`src/sv/gha_ram.sv`:
```
`default_nettype none

// Simple dual-port RAM, one write and one registered read per cycle
module gha_ram #(
	parameter int WIDTH = 8,
	parameter int DEPTH = 16,
	parameter int AW    = $clog2(DEPTH)
) (
	input  wire logic             clk,
	input  wire logic             we,
	input  wire logic [AW-1:0]    waddr,
	input  wire logic [WIDTH-1:0] wdata,
	input  wire logic             re,
	input  wire logic [AW-1:0]    raddr,
	output logic      [WIDTH-1:0] rdata
);

	logic [WIDTH-1:0] mem [DEPTH];

	// Write port
	always_ff @(posedge clk) begin
		if (we) begin
			mem[waddr] <= wdata;
		end
	end

	// Read port, registered: data follows in the cycle after the address
	always_ff @(posedge clk) begin
		if (re) begin
			rdata <= mem[raddr];
		end
	end

endmodule

`default_nettype wire

```
`config.mk`:
```
export PLATFORM = sky130hd
export DESIGN_NAME = gha_ram
export DESIGN_NICKNAME = d
export VERILOG_FILES = /design/src/sv/gha_ram.sv
export SDC_FILE = /design/constraint.sdc
export NUM_CORES = 1
export LEC_CHECK = 0
export ABC_AREA = 0
export BUFFER_PORTS_ARGS = -buffer_cell sky130_fd_sc_hd__buf_2
export CORE_ASPECT_RATIO = 0.9
export CORE_MARGIN = 8
export CORE_UTILIZATION = 25
export DETAILED_ROUTE_END_ITERATION = 8
export RECOVER_POWER = 100
export SLEW_MARGIN = 30
export SYNTH_ARGS = -nofsm -noshare
export SYNTH_HDL_FRONTEND = slang
export SYNTH_SLANG_ARGS = --single-unit
```
`constraint.sdc`:
```
create_clock -name clk -period 1.8 [get_ports clk]
set_input_delay 0.45 -clock clk [delete_from_list [all_inputs] [get_ports clk]]
set_output_delay 0.45 -clock clk [all_outputs]
set_load 0.005 [all_outputs]
```
==> flow_summary_export.csv <==
group,metric,value,unit
yosys,syn-cell-area,5230,µm²
yosys,yosysWarnings,0,
power_and_ir_drop,power.net_switching,1.43,mW
yosys,post-synth-top-area-fraction,78.1,%
final_layout,layout_commonest_cell,"sky130_fd_sc_hd__edfxtp_1",
yosys,synthesized_area_fraction_occupied_by_ao_oa_aoi_and_oai_cells,2.30,%
floorplanning,initial_utilization,25.3,%
global_route,first_pass_grt_wire_length,15800,µm
worst_hold_path,timing.hold.worst.start,"re",
floorplanning,floorplan.rows,50,
final_layout,layout-drive-gt1-share,21.9,%
floorplanning,number_of_top_level_pins,27,
outcome,status,"finished clean",
yosys,muxShareOfSynthArea,14.8,%
power_and_ir_drop,finalPower,7.29,mW
cts,post_cts_resized,0,
global_route,grt_overflow,0,
floorplanning,die_height,153,µm
route,num_vias,2484,
global_route,first_global_vias,2673,
setup_path,worst_path_cell_with_the_longest_stage_delay,"sky130_fd_sc_hd__mux4_1",
setup_path,critPathRequiredTime,1.93,ns
yosys,syn_inst,229,
timing,period_needed,1.62,ns
cts,buffers_from_clock_root_to_sink_at_most,2,
timing,tightest_slew,0.755,ns
setup_path,critical_path_arrival,1.76,ns
yosys,unique_masters_post_synth,18,
power_and_ir_drop,leakage,2.01,nW
setup_path,worst_flop_to_flop_path_startpoint,"mem[2][0]$_DFFE_PP_",
floorplanning,die_width,168,µm
power_and_ir_drop,power_density,1150,nW/µm²
setup_path,crit_path_end_kind,"flip-flop",
route,route.detailed.vias_per_inst,4.42,
yosys,synth_adder_area_share,0,%
yosys,synth.top_cells.by_area,"sky130_fd_sc_hd__edfxtp_1 78%, sky130_fd_sc_hd__mux4_2 7.8%, sky130_fd_sc_hd__mux4_1 7.0%",
worst_hold_path,worst_hold_path_type,"in -> reg",
final_layout,fill_cells,1985,
final_layout,num-nets-final,308,
yosys,synth-simple-area-share,3.14,%
yosys,main_combinational_cell_family_by_area_after_synthesis,"multiplexers",
final_layout,post_route_core_utilization,30.7,%
power_and_ir_drop,pwr-share-seq,49.3,%
setup_path,cp_top_family,"multiplexers",
cts,clk-insertion-delay-late,0.41,ns
setup_path,path_max_fanout,8,
placed_design,detailedPlacementHpwl,6890,µm
timing,tns,0,ns
route,drt.antenna.violating_nets,0,
placed_design,place_inst,530,
global_route,track_usage,8.38,%
setup_path,worst_setup_path_start_kind,"input pin",
final_layout,final_cell_mix,"136 x sky130_fd_sc_hd__edfxtp_1, 33 x sky130_fd_sc_hd__clkbuf_1, 18 x sky130_fd_sc_hd__mux4_2",
power_and_ir_drop,power_frac_comb,4.4,%
cts,cts_num_sinks,136,
final_layout,num_antenna_cells,0,
route,detailedRoute.firstPassIterationCount,4,
placed_design,routabilityCongestion,0.714,
setup_path,crit_path_cell_trace,"buf_2 > buf_4 > mux4_1 > a22oi_1 > nand2_1",
cts,clock_tree.htree_level_count,4,
power_and_ir_drop,netSwitchingFraction,19.6,%
route,drt-wirelength-per-cell,18.3,µm
cts,cts_tree,"done",
global_route,initial_antenna_violation_count,1,
timing,drv_slew,0,
cts,clockRootBuffer,"sky130_fd_sc_hd__clkbuf_16",
yosys,yosys.area_share.xor_xnor,0,%
route,initialDrtViolationCount,162,
yosys,synth_fp_nets,248,
floorplanning,core_region_area,20600,µm²
setup_path,critical-path-max-stage-delay,0.58,ns
final_layout,area_growth_syn_to_fin,21.1,%
timing,unrepaired_setup_endpoints_after_global_routing,"false",
placed_design,buffer_ports.inserted,26,
power_and_ir_drop,p_int,5.86,mW
route,drt_drc_violations_left,0,
yosys,seq_area_frac_synth,78.1,%
timing,max_freq,0.616,GHz
setup_path,worstSetupStartpoint,"raddr[0]",
global_route,maximum_number_of_pins_on_one_net_before_global_route_repair,21,
timing,maxSlewHeadroom,49.6,%
setup_path,crit_type,"in -> reg",
cts,cts_hold_buffers,0,
setup_path,critPathBufInv,2,
run,max_cap_viol_count,0,
timing,finalClockSkew,0.0130,ns
timing,finalSetupViolations,0,
cts,number_of_buffers_inserted_to_repair_setup_after_cts,0,
floorplanning,die_area,25800,µm²
yosys,number_of_storage_elements_in_the_synthesis_netlist,136,
power_and_ir_drop,clockPowerShare,46.3,%
route,routed_wl,10300,µm
timing,finalHoldViolCount,0,
cts,clock_transition_at_the_registers_of_the_reported_paths,0.06,ns
yosys,post-synth-top-area-cell,"sky130_fd_sc_hd__edfxtp_1",
cts,cts_buffers,17,
timing,timing.final.crit_share,90.2,%
yosys,per_instance_average_area_after_synthesis,22.8,µm²
power_and_ir_drop,worst_ir_drop_vdd,0.624,mV
final_layout,fin_cells,562,
-- worst register-to-register path, cell delays in order, from the launching register on --
cell                       delay (ns)
sky130_fd_sc_hd__edfxtp_1        0.37
sky130_fd_sc_hd__mux4_1          0.51
sky130_fd_sc_hd__a22oi_1         0.24
sky130_fd_sc_hd__nand2_1         0.13
-- kinds of logic (layout without fill, tap and decap cells) --
kind of cell,Yosys count,after routing
compound gates,16,16
buf+inv,10,83
flops,136,136
mux,32,32
simple gates,35,35
-- stage by stage --
step / setup slack (ns) / hold WS, ns / instance area [µm²]
6_report: 0.176 / 0.520 / 6330
5_1_grt: 0.134 / 0.523 / 6330
4_1_cts: 0.199 / 0.386 / 6410
3_5_place_dp: -0.236 / 0.744 / 5830
3_3_place_gp: -0.243 / 0.741 / 5830
2_1_floorplan: 0.0676 / 0.549 / 5230
-- state kept, by name (all words and copies together), names as in the netlist --
name and flops:
mem 128, rdata 8
-- final timing paths --
| check | cells after the start | to | slack [ns] |
|---|---|---|---|
| hold / removal | 1 | rdata[2]$_DFFE_PP_ | 0.52 |
| setup / recovery | 5 | rdata[0]$_DFFE_PP_ | 0.18 |
| setup reg to reg | 3 | rdata[0]$_DFFE_PP_ | 0.28 |
| hold reg to reg | 3 | rdata[3]$_DFFE_PP_ | 0.75 |
-- cell usage after synthesis --
master,instances
sky130_fd_sc_hd__a22oi_1,16
sky130_fd_sc_hd__buf_6,3
sky130_fd_sc_hd__nor2b_1,1
sky130_fd_sc_hd__nand2_1,9
sky130_fd_sc_hd__buf_2,3
sky130_fd_sc_hd__edfxtp_1,136
sky130_fd_sc_hd__and2b_1,1
sky130_fd_sc_hd__nor3_1,4
sky130_fd_sc_hd__nor2_1,13
sky130_fd_sc_hd__mux4_1,14
sky130_fd_sc_hd__buf_4,1
sky130_fd_sc_hd__and2_1,1
sky130_fd_sc_hd__mux4_2,18
sky130_fd_sc_hd__nand3_1,1
sky130_fd_sc_hd__nand2b_1,2
sky130_fd_sc_hd__nand3b_1,2
sky130_fd_sc_hd__clkdlybuf4s25_2,3
sky130_fd_sc_hd__or3b_2,1
-- per-layer routing --
layer,wire (µm),global-route usage (%),up-vias
li1,-,-,1099
met1,4820,11.2,1288
met2,4540,11.8,83
met3,807,3.45,12
met4,88,3.40,2
met5,17,0,-
-- power groups by stage --
stage          Combinational (mW)  Clock, mW  Sequential (mW)
6_report                    0.321       3.38             3.59
5_1_grt                     0.351       3.61             3.60
4_1_cts                     0.341       3.46             3.59
3_5_place_dp                0.340          0             3.66
3_3_place_gp                0.333          0             3.65
2_1_floorplan               0.180          0             3.65
-- final cells by class --
type	instances	area, µm²	area share, %
Tap cell	260	325	5.14
Clock buffer	18	429	6.78
Sequential cell	136	4080	64.5
Multi-Input combinational cell	83	1060	16.7
Timing Repair Buffer	51	278	4.39
Clock inverter	14	158	2.49
Note: power is estimated with default switching activity, not from simulation.
